[src/rtl/sfrp_pkg.sv]
// Types and constants for the SPI FIFO refill planner
`default_nettype none

package sfrp_pkg;

	localparam logic       MODE_START   = 1'b0;
	localparam logic       MODE_SERVICE = 1'b1;
	localparam logic [4:0] IRQ_STATUS_MASK = 5'h1f;
	localparam logic [8:0] DEPTH_MIN    = 9'd2;
	localparam logic [8:0] DEPTH_RESET  = 9'd16;

	// One request item
	typedef struct packed {
		logic        mode;
		logic [15:0] word_count;
		logic [4:0]  irq_pending;
		logic [8:0]  tx_level;
		logic [8:0]  rx_level;
	} sfrp_req_t;

	// One result item
	typedef struct packed {
		logic [8:0] read_count;
		logic [8:0] write_count;
		logic [8:0] rx_threshold;
		logic       rx_threshold_valid;
		logic [7:0] tx_threshold;
		logic       tx_empty_irq_on;
		logic       rx_full_irq_on;
		logic       done_res;
	} sfrp_rsp_t;

	// Transfer bookkeeping
	typedef struct packed {
		logic [15:0] tx_words_left;
		logic [15:0] rx_words_left;
		logic        tx_irq_enabled;
		logic        rx_irq_enabled;
		logic        busy;
	} sfrp_state_t;

endpackage

`default_nettype wire

[src/rtl/sfrp_calc.sv]
// Combinational planning step: result and next transfer state for one request
`default_nettype none

module sfrp_calc
	import sfrp_pkg::*;
(
	input  sfrp_req_t   req,
	input  sfrp_state_t st,
	input  logic [8:0]  depth,
	output sfrp_rsp_t   rsp,
	output sfrp_state_t st_nxt
);

	logic [4:0]  pend;
	logic [7:0]  half;
	logic [8:0]  rd;
	logic [15:0] rx_left_rd;
	logic [15:0] rx_left_m1;
	logic [8:0]  lvl;
	logic [8:0]  room;
	logic [15:0] gap;
	logic [8:0]  gap_room;
	logic [8:0]  lim;
	logic [8:0]  wr;
	logic [15:0] tx_left_wr;

	assign pend = req.irq_pending & IRQ_STATUS_MASK;
	assign half = depth[8:1];

	// Drain: min(rx words left, rx level)
	assign rd = (st.rx_words_left < {7'd0, req.rx_level}) ?
		st.rx_words_left[8:0] : req.rx_level;
	assign rx_left_rd = st.rx_words_left - {7'd0, rd};
	assign rx_left_m1 = rx_left_rd - 16'd1;
	assign lvl = (rx_left_m1 < {7'd0, depth}) ? rx_left_m1[8:0] : depth;

	// Push limits, each difference clamped at zero
	assign room = (depth > req.tx_level) ? (depth - req.tx_level) : 9'd0;
	assign gap = (rx_left_rd > st.tx_words_left) ? (rx_left_rd - st.tx_words_left) : 16'd0;
	assign gap_room = (gap < {7'd0, depth}) ? (depth - gap[8:0]) : 9'd0;
	assign lim = (room < gap_room) ? room : gap_room;
	assign wr = (st.tx_words_left < {7'd0, lim}) ? st.tx_words_left[8:0] : lim;
	assign tx_left_wr = st.tx_words_left - {7'd0, wr};

	always_comb begin
		st_nxt = st;
		rsp = '0;
		if (req.mode == MODE_START) begin
			if (req.word_count != 16'd0) begin
				st_nxt.tx_words_left = req.word_count;
				st_nxt.rx_words_left = req.word_count;
				st_nxt.tx_irq_enabled = 1'b1;
				st_nxt.rx_irq_enabled = 1'b0;
				st_nxt.busy = 1'b1;
				rsp.tx_threshold = ({8'd0, half} < req.word_count) ?
					half : req.word_count[7:0];
			end
		end else if (pend != 5'd0 && st.busy) begin
			rsp.read_count = rd;
			st_nxt.rx_words_left = rx_left_rd;
			if (rx_left_rd == 16'd0) begin
				// last word drained: transfer complete
				st_nxt.tx_words_left = 16'd0;
				st_nxt.tx_irq_enabled = 1'b0;
				st_nxt.rx_irq_enabled = 1'b0;
				st_nxt.busy = 1'b0;
				rsp.done_res = 1'b1;
			end else if (st.tx_words_left == 16'd0) begin
				rsp.rx_threshold = lvl;
				rsp.rx_threshold_valid = 1'b1;
			end else begin
				rsp.write_count = wr;
				st_nxt.tx_words_left = tx_left_wr;
				if (tx_left_wr == 16'd0) begin
					// all sent: hand over to the receive-full interrupt
					st_nxt.tx_irq_enabled = 1'b0;
					st_nxt.rx_irq_enabled = 1'b1;
					rsp.rx_threshold = lvl;
					rsp.rx_threshold_valid = 1'b1;
				end
			end
		end
		rsp.tx_empty_irq_on = st_nxt.tx_irq_enabled;
		rsp.rx_full_irq_on = st_nxt.rx_irq_enabled;
	end

endmodule

`default_nettype wire

[src/rtl/spi_fifo_refill_planner_unit.sv]
// Input register, one planning step, result register; the result drives out_data.
// Throughput: one request per cycle while out_ready does not stall the result register.
// in_ready is high while the input register is empty or its request moves on this cycle.
// Reset (arst_n low, asynchronous): transfer idle, counts and enables zero,
// FIFO depth 16 (saturated to 2..MAX_FIFO_DEPTH).
`default_nettype none

module spi_fifo_refill_planner_unit
	import sfrp_pkg::*;
#(
	parameter int MAX_FIFO_DEPTH = 256
) (
	input  logic       clk,
	input  logic       arst_n,
	input  logic       in_valid,
	output logic       in_ready,
	input  sfrp_req_t  in_data,
	output logic       out_valid,
	input  logic       out_ready,
	output sfrp_rsp_t  out_data,
	input  logic       cfg_we,
	input  logic [8:0] cfg_wdata
);

	localparam logic [8:0] DEPTH_MAX = 9'(MAX_FIFO_DEPTH);
	localparam logic [8:0] DEPTH_INIT = (DEPTH_RESET > DEPTH_MAX) ? DEPTH_MAX : DEPTH_RESET;

	sfrp_req_t   req_s1;
	logic        valid_s1;
	sfrp_rsp_t   rsp_s2;
	logic        valid_s2;
	sfrp_state_t state_q;
	sfrp_state_t state_nxt;
	sfrp_rsp_t   rsp_nxt;
	logic [8:0]  depth_q;
	logic [8:0]  depth_sat;
	logic        advance;

	// Result register free or emptied this cycle
	assign advance = !valid_s2 || out_ready;
	assign in_ready = !valid_s1 || advance;
	assign out_valid = valid_s2;
	assign out_data = rsp_s2;

	// Depth register, saturated on write
	assign depth_sat = (cfg_wdata < DEPTH_MIN) ? DEPTH_MIN :
		(cfg_wdata > DEPTH_MAX) ? DEPTH_MAX : cfg_wdata;

	always_ff @(posedge clk or negedge arst_n) begin
		if (!arst_n) begin
			depth_q <= DEPTH_INIT;
		end else if (cfg_we) begin
			depth_q <= depth_sat;
		end
	end

	// Input register
	always_ff @(posedge clk or negedge arst_n) begin
		if (!arst_n) begin
			valid_s1 <= 1'b0;
		end else if (in_ready) begin
			valid_s1 <= in_valid;
		end
	end

	always_ff @(posedge clk) begin
		if (in_ready && in_valid) begin
			req_s1 <= in_data;
		end
	end

	sfrp_calc u_calc (
		.req    (req_s1),
		.st     (state_q),
		.depth  (depth_q),
		.rsp    (rsp_nxt),
		.st_nxt (state_nxt)
	);

	// Transfer state follows each request as it moves into the result register
	always_ff @(posedge clk or negedge arst_n) begin
		if (!arst_n) begin
			state_q <= '0;
			valid_s2 <= 1'b0;
		end else if (advance) begin
			valid_s2 <= valid_s1;
			if (valid_s1) begin
				state_q <= state_nxt;
			end
		end
	end

	always_ff @(posedge clk) begin
		if (advance && valid_s1) begin
			rsp_s2 <= rsp_nxt;
		end
	end

endmodule

`default_nettype wire

[config.mk]
export PLATFORM = sky130hd
export DESIGN_NAME = spi_fifo_refill_planner_unit
export DESIGN_NICKNAME = d
export VERILOG_FILES = /design/src/rtl/sfrp_pkg.sv /design/src/rtl/sfrp_calc.sv /design/src/rtl/spi_fifo_refill_planner_unit.sv
export SDC_FILE = /design/constraint.sdc
export NUM_CORES = 1
export LEC_CHECK = 0
export BUFFER_PORTS_ARGS = -buffer_cell sky130_fd_sc_hd__buf_2
export CORE_ASPECT_RATIO = 1.1
export CORE_MARGIN = 8
export CORE_UTILIZATION = 55
export CTS_CLUSTER_DIAMETER = 200
export DETAILED_ROUTE_END_ITERATION = 8
export PLACE_DENSITY_LB_ADDON = 0.08
export RECOVER_POWER = 50
export SYNTH_ARGS = -nofsm -noshare
export SYNTH_HDL_FRONTEND = slang
export SYNTH_SLANG_ARGS = --single-unit
[constraint.sdc]
create_clock -name clk -period 19 [get_ports clk]
set_input_delay 0.95 -clock clk [delete_from_list [all_inputs] [get_ports clk]]
set_output_delay 0.95 -clock clk [all_outputs]
set_load 0.01 [all_outputs]
==> flow_summary.json, run 1 <==
{
  "status": "complete, but fails checks",
  "violations": "capacitance limit, slew limit",
  "maxCapViolCount": 2,
  "ys_seq_area_frac": 0.358,
  "gp_congestion": 0.955,
  "viasPerCell": 5.91,
  "worstMarginPinSlew_ns": 2.87,
  "routed_wl_um": 27400,
  "die_x_um": 144,
  "cts.sinks": 125,
  "grt_usage": 0.251,
  "ant_nets": 0,
  "ys_ff_latch": 125,
  "antenna_found_initial": 0,
  "finalInstanceArea_sq_um": 11100,
  "maxSlewViolCount": 93,
  "postCtsSetupRepairBufs": 0,
  "met2_usage": 0.376,
  "ys_warn_count": 0,
  "postPlaceCellArea_sq_um": 10500,
  "worstPathRequired_ns": 19.18,
  "dpl_worst_slack_ns": 3.45,
  "grt_pass1_wl_um": 43000,
  "synth_fp_nets": 1218,
  "overflow": 0,
  "grt_pass1_vias": 7902,
  "drc_errors": 0,
  "worstPathMaxFanout": 14,
  "cts_resized": 0,
  "most-common-layout-cells": "inv_1 (112), ha_1 (100), nand2_1 (84)",
  "ys.flop_type": "edfxtp_1",
  "criticalPathCategory": "reg2reg",
  "dp.cells": 1373,
  "wl_per_cell_um": 19.5,
  "seq_area_sq_um": 3520,
  "synth_area_sq_um": 9840,
  "grt_max_degree": 47,
  "die-area_sq_um": 22400,
  "skew_ns": 0.00890,
  "hp-class": "reg2reg",
  "nets": 1313,
  "root_buffer": "clkbuf_16",
  "vias": 8301,
  "end_kind": "flop",
  "start_util": 0.559,
  "syn_area_per_cell_sq_um": 9.29,
  "met3_usage": 0.0542,
  "clock_latency_ns": 0.43,
  "dpl.hpwl_um": 21800,
  "synthCells": 1059,
  "crit_arrival_ns": 15.97,
  "ys_async_sr_fraction": 0.368,
  "instances_no_fill": 1405,
  "ys_types": 90,
  "clkSlewWorstSetupHoldPaths_ns": 0.06,
  "htree_levels": 4,
  "setup_viol": 0,
  "port-buffer-count": 94,
  "fillers": 1545,
  "ioPinCount": 95,
  "fin_crit_sh": 0.831,
  "cts_tree": "yes",
  "final-hold-violation-count": 0,
  "synth-edff-count": 79,
  "first_pass_iters": 5,
  "die_y_um": 156,
  "finalSetupTns_ns": 0,
  "cp-start-kind": "flop",
  "fin_crit_ns": 15.79,
  "cts_buffers": 17,
  "use_met1": 0.357,
  "fmax_ghz": 0.0633,
  "area_growth_pct": 13.1,
  "multi_input_area_sq_um": 5750,
  "cts_buffer_depth": 2,
  "slew_headroom": -0.912,
  "rsz0062_at_grt": "no",
  "rows": 51,
  "worst_slack_ns": 3.21,
  "max_stage_delay_ns": 0.67,
  "cts_hold_buf": 0,
  "first_iter_violations": 778,
  "top_usage_layer": "met2",
  "critPathSlowestCell": "o31a_1",
  "final_common_cell": "inv_1",
  "antenna_cells": 0,
  "drive_gt1_frac": 0.114,
  "core_area_sq_um": 17600
}
[worst paths after layout]
kind,start,slack (ns),endpoint,depth (start not counted)
worst min-delay path,state_q[1],0.49,state_q[1],1
min in group asynchronous,arst_n,1.53,state_q[5],2
worst min register to register,state_q[1],0.49,state_q[1],1
worst max register to register,state_q[4],3.21,out_data[2],67
worst max-delay path,state_q[4],3.21,out_data[2],67
max in group asynchronous,arst_n,15.84,depth_q[6],2
[registers in the layout, indices dropped and copies added (netlist names)]
signal and count:
depth_q 9, out_valid 1, valid_s1 1, req_s1 40, out_data 39, state_q 35
[final cells by class]
cell class	count	area share
timing repair buffer	101	0.0413
inverter	114	0.0385
clock buffer	18	0.0386
tap	238	0.0268
multi-input combinational	795	0.517
sequential	125	0.317
clock inverter	14	0.0209
[critical path, delay by kind of cell (launching register included)]
kind	cells	cell delay, ns
AOI/OAI and AO/OA	40	8.69
and+or+nand+nor	12	2.29
adders and majority gates	7	2.19
xor gates and xnor gates	3	0.87
muxes	2	0.57
DFF	1	0.44
buffers and inverters	3	0.43
[routing by layer]
metal	wire, um	share of wire	up-vias
li1	-	-	4048
met1	12900	0.47	3881
met2	11900	0.43	333
met3	2160	0.079	39
met4	513	0.019	0
met5	0	0	-
[stage by stage]
step,util,hold WS (ns)
finish,0.632,0.485
global route,0.632,0.519
global placement,0.598,0.466
floorplan,-,0.454
detailed placement,0.598,0.474
CTS,0.635,0.486
[cell usage after synthesis, types with 6 or more instances]
cell type	number	area share
nor2_1	82	0.031
nand2_1	84	0.032
nand2b_1	17	0.011
nand4_1	10	0.0064
a21oi_1	59	0.030
xor2_1	10	0.0089
dfrtp_1	45	0.11
or2_2	6	0.0038
nor4_1	8	0.0051
or4_1	10	0.0076
clkbuf_1	13	0.0050
ha_1	100	0.13
a21o_1	32	0.024
xnor2_1	27	0.024
o21ai_1	10	0.0051
mux2i_1	40	0.041
o21ai_0	67	0.034
or3_1	6	0.0038
o31ai_1	8	0.0061
o21a_1	10	0.0076
nor3_1	20	0.010
a31oi_1	6	0.0038
o22ai_1	8	0.0051
o211ai_1	9	0.0069
a211oi_1	16	0.012
buf_2	7	0.0036
edfxtp_1	79	0.24
and2_1	12	0.0076
inv_1	113	0.043
nor2b_1	14	0.0089
and3_1	9	0.0057
nand3_1	17	0.0086
[cells by family after synthesis]
group / after synthesis / synth area share
AO/OA/AOI/OAI: 295 / 0.205
flip-flops: 125 / 0.358
XOR/XNOR: 37 / 0.0329
buffers and inverters: 139 / 0.0575
adder cells (fa/ha/maj): 105 / 0.137
AND/OR/NAND/NOR: 314 / 0.164
multiplexers: 44 / 0.0453
Power of run 1 is not shown: default switching activity piles up to over one toggle a cycle in this logic, so the estimate is an artifact.
==> run 2: changes to the inputs <==
Clock period 19 ns to 13.1 ns, I/O delays scaled along.
==> run 2 against run 1 <==
The flow still finishes with violations (capacitance limit, slew limit). Setup slack worse by 2.8 ns. Clock skew up 0.0038 ns. Highest routed layer is now met5. Global-route usage grew 1.9 points. Critical path depth fell by 1. Critical endpoint unchanged. Wire length up 14%. Design area up 11%.
==> flow_summary.json, run 2 (same netlist as run 1, synthesis figures left out) <==
{
  "max_stage_delay_ns": 0.45,
  "holdCritStartpoint": "in_data[15]",
  "worstReg2RegStart": "req_s1[1]",
  "area_growth_pct": 25.1,
  "ant_nets": 0,
  "regMostFlops": "req_s1",
  "fillers": 1416,
  "startpoint": "req_s1[1]",
  "wl_per_cell_um": 21.0,
  "nets": 1396,
  "grt_max_degree": 47,
  "violations": "capacitance limit, slew limit",
  "cp-start-kind": "flop",
  "worstPathRequired_ns": 13.27,
  "vias": 9069,
  "die_x_um": 144,
  "maxSlewViolCount": 92,
  "cts_buffers": 17,
  "grt_pass1_wl_um": 46500,
  "final_common_cell": "inv_1",
  "first_iter_violations": 806,
  "crit_arrival_ns": 12.87,
  "gp_congestion": 0.969,
  "crit_path_end": "out_data[2]",
  "end_kind": "flop",
  "drc_errors": 0,
  "largest_register_ffs": 40,
  "first_pass_iters": 7,
  "port-buffer-count": 94,
  "cts_tree": "yes",
  "antenna_cells": 0,
  "dpl.hpwl_um": 23500,
  "routed_wl_um": 31200,
  "ioPinCount": 95,
  "viasPerCell": 6.10,
  "die_y_um": 156,
  "r2r_end": "out_data[2]",
  "grt_usage": 0.270,
  "antenna_found_initial": 1,
  "criticalPathCategory": "reg2reg",
  "fmax_ghz": 0.0787,
  "htree_levels": 4,
  "r2r_cells": 66,
  "clock_latency_ns": 0.43,
  "fin_crit_ns": 12.70,
  "finish.utilization": 0.699,
  "skew_ns": 0.0127,
  "hp-class": "in2reg",
  "ff2ff_setup_slack_ns": 0.40,
  "worstMarginPinSlew_ns": 2.93,
  "worstPathMaxFanout": 8,
  "core_area_sq_um": 17600,
  "root_buffer": "clkbuf_16",
  "critPathSlowestCell": "or4_4",
  "grt_pass1_vias": 8479,
  "fin_crit_sh": 0.970,
  "overflow": 0,
  "cts.sinks": 125,
  "final-hold-violation-count": 0,
  "finalSetupTns_ns": 0,
  "rows": 51,
  "most-common-layout-cells": "inv_1 (111), buf_4 (83), nand2_1 (82)",
  "cts_buffer_depth": 2,
  "setup_viol": 0,
  "drive_gt1_frac": 0.239,
  "start_util": 0.559,
  "worst_path_most_repeated_cell": "a21o_1",
  "clkSlewWorstSetupHoldPaths_ns": 0.06,
  "status": "complete, but fails checks",
  "die-area_sq_um": 22400,
  "maxCapViolCount": 2,
  "slew_headroom": -0.951
}
run 2: cell count changes in the layout (fill, tap and decap cells not counted), sizes merged, moves of 2 or more:
cell / before / now
buf: 56 / 139
bufinv: 5 / 2
clkinv: 5 / 8
inv: 117 / 115
run 2: area by class of cell:
class | instances | area [sq um] | share of cell area
multi-input cells | 796 | 6400 | 0.520
well taps | 238 | 298 | 0.0242
repair buffers | 183 | 1090 | 0.0883
clock buffers | 18 | 429 | 0.0349
clock inverters | 13 | 141 | 0.0115
flip-flops and latches | 125 | 3520 | 0.286
inverters | 114 | 428 | 0.0348
run 2: metrics by stage:
stage | setup slack, ns | instances | cell area (sq um) | hold WS [ns]
finish | 0.400 | 1487 | 12300 | 0.394
global route | -0.181 | 1487 | 12300 | 0.390
CTS | 0.00291 | 1460 | 11600 | 0.375
detailed placement | -0.248 | 1427 | 11000 | 0.493
global placement | 0.103 | 1427 | 11000 | 0.467
floorplan | 0.0107 | 1059 | 9860 | 0.359
run 2: metal layers:
metal | vias to the layer above | GRT usage | wire, um
li1 | 4212 | - | -
met1 | 4357 | 0.379 | 13700
met2 | 426 | 0.411 | 14100
met3 | 72 | 0.0445 | 2530
met4 | 2 | 0.0922 | 852
met5 | - | 0 | 13
run 2: what timing repair did:
item | CTS | global route
cloned | 0 | 1
resized for setup | 14 | 104
pin swaps | 2 | 42
buffers inserted | 2 | 26
hold buffers | 0 | 0
setup endpoints to repair | 15 | 26
run 2: worst min path at each step:
stage,end,slack (ns),cells past startpoint
2_1_floorplan,depth_q[0],0.36,0
6_report,req_s1[15],0.39,1
3_5_place_dp,out_valid,0.49,1
4_1_cts,state_q[7],0.37,2
3_3_place_gp,out_valid,0.47,1
5_1_grt,req_s1[30],0.39,1
run 2: critical path, delay by kind of cell (launching register included):
kind,cells,cell delay (ns)
muxes,2,0.46
AOI/OAI and AO/OA,32,5.77
buffers and inverters,8,0.99
and+or+nand+nor,16,2.87
adders and majority gates,7,1.73
DFF,1,0.39
xor gates and xnor gates,1,0.16
Power of run 2 is left out for the same reason.
==> run 3: changes to the inputs <==
Clock period 13.1 ns to 15 ns, I/O delays scaled along.
==> run 3 against run 2 <==
The flow still finishes with violations (capacitance limit, slew limit). Global-route usage fell by 1.3 points. Fmax shrank 11%. Flip-flop and latch count is the same. Final cell count shrank 4.6%. Core utilization is 5.7 points lower. Die area unchanged. Clock skew is essentially flat. Largest cell class unchanged.
==> flow_summary.json, run 3 (same netlist as run 1, synthesis figures left out) <==
{
  "cp-start-kind": "flop",
  "dpl_worst_slack_ns": 0.0199,
  "start_util": 0.559,
  "seq_area_sq_um": 3520,
  "grt_pass1_wl_um": 44200,
  "rsz0062_at_grt": "yes",
  "gp_congestion": 0.972,
  "hp-class": "in2reg",
  "clkSlewWorstSetupHoldPaths_ns": 0.07,
  "status": "complete, but fails checks",
  "met2_length_um": 12700,
  "port-buffer-count": 94,
  "fin_crit_ns": 14.21,
  "area_growth_pct": 14.9,
  "fmax_ghz": 0.0704,
  "maxSlewViolCount": 88,
  "most-common-layout-cells": "inv_1 (112), ha_1 (99), nand2_1 (84)",
  "die-area_sq_um": 22400,
  "routed_wl_um": 28600,
  "worstPathRequired_ns": 15.17,
  "drive_gt1_frac": 0.141,
  "finalSetupTns_ns": 0,
  "cts_buffers": 17,
  "fin_crit_sh": 0.947,
  "cts_tree": "yes",
  "violations": "capacitance limit, slew limit",
  "skew_ns": 0.0127,
  "grt_max_degree": 47,
  "final_common_cell": "inv_1",
  "wl_met3_um": 2370,
  "highest_layer": "met4",
  "nets": 1326,
  "htree_levels": 4,
  "first_pass_iters": 5,
  "grt_usage": 0.256,
  "antenna_found_initial": 0,
  "clock_latency_ns": 0.43,
  "overflow": 0,
  "crit_arrival_ns": 14.38,
  "setup_viol": 0,
  "worst_slack_ns": 0.788,
  "max_stage_delay_ns": 0.59,
  "rows": 51,
  "m1WireLength_um": 13000,
  "end_kind": "flop",
  "slew_headroom": -0.936,
  "wl_per_cell_um": 20.2,
  "drc_errors": 0,
  "criticalPathCategory": "reg2reg",
  "fillers": 1511,
  "root_buffer": "clkbuf_16",
  "dp.cells": 1378,
  "die_y_um": 156,
  "ioPinCount": 95,
  "whs_ns": 0.486,
  "ant_nets": 0,
  "viasPerCell": 6.07,
  "multi_input_area_sq_um": 5850,
  "cts_buffer_depth": 2,
  "core_area_sq_um": 17600,
  "die_x_um": 144,
  "instances_no_fill": 1418,
  "worst_path_most_repeated_cell": "a21o_1",
  "maxCapViolCount": 2,
  "dpl.hpwl_um": 22300,
  "worstMarginPinSlew_ns": 2.90,
  "vias": 8604,
  "largest_register_ffs": 40,
  "worstPathMaxFanout": 8,
  "final-hold-violation-count": 0,
  "grt_pass1_vias": 8103,
  "cts.sinks": 125,
  "critPathSlowestCell": "or4_1",
  "regMostFlops": "req_s1",
  "first_iter_violations": 808,
  "cts_hold_buf": 0,
  "antenna_cells": 0
}
## run 3: cell types whose count changed in the layout (fill, tap and decap cells not counted), moves of 7 or more
cell     previous run  this run
buf_4              83        19
ha_1               80        99
ha_4               15         0
a21oi_2            16         6
o21ai_0            57        64
a21oi_1            47        57
## run 3: repair_timing
action / in CTS / in global routing
pin swaps: 0 / 3
hold endpoints to repair: 0 / 0
setup buffers: 2 / 6
setup endpoints to repair: 11 / 25
gates resized for setup: 1 / 22
## run 3: through the flow
stage,util,cell area [sq um]
after global routing,0.642,11300
after global placement,0.600,10600
after CTS,0.637,11200
after detailed placement,0.600,10600
final,0.642,11300
after floorplan,-,9840
## run 3: layer usage
metal  GRT usage  vias up
met2       0.380      406
met5           0        -
li1            -     4077
met3      0.0545       48
met1       0.364     4073
met4      0.0807        0
## run 3: final timing paths
kind	slack, ns	depth (start not counted)	to	start
setup / recovery	0.79	67	out_data[2]	state_q[4]
hold / removal	0.49	1	req_s1[27]	in_data[27]
setup reg to reg	0.79	67	out_data[2]	state_q[4]
hold reg to reg	0.49	1	out_valid	valid_s1
max in group asynchronous	11.99	2	depth_q[0]	arst_n
min in group asynchronous	1.34	2	state_q[4]	arst_n
## run 3: worst max-delay path: cells and delay by family (launching register included)
kind | cells | cell delay (ns)
compound gates | 38 | 7.26
xor+xnor | 2 | 0.32
fa+ha+maj | 7 | 2.18
buf+inv | 3 | 0.37
flops | 1 | 0.46
mux | 2 | 0.49
simple gates | 15 | 2.85
## run 3: cell type report
cell class                 count  share of cell area
inverter                     114              0.0378
clock buffer                  18              0.0380
timing repair buffer         114              0.0500
multi-input combinational    795               0.518
clock inverter                14              0.0186
sequential                   125               0.312
tap                          238              0.0263
Power of run 3 is left out for the same reason.
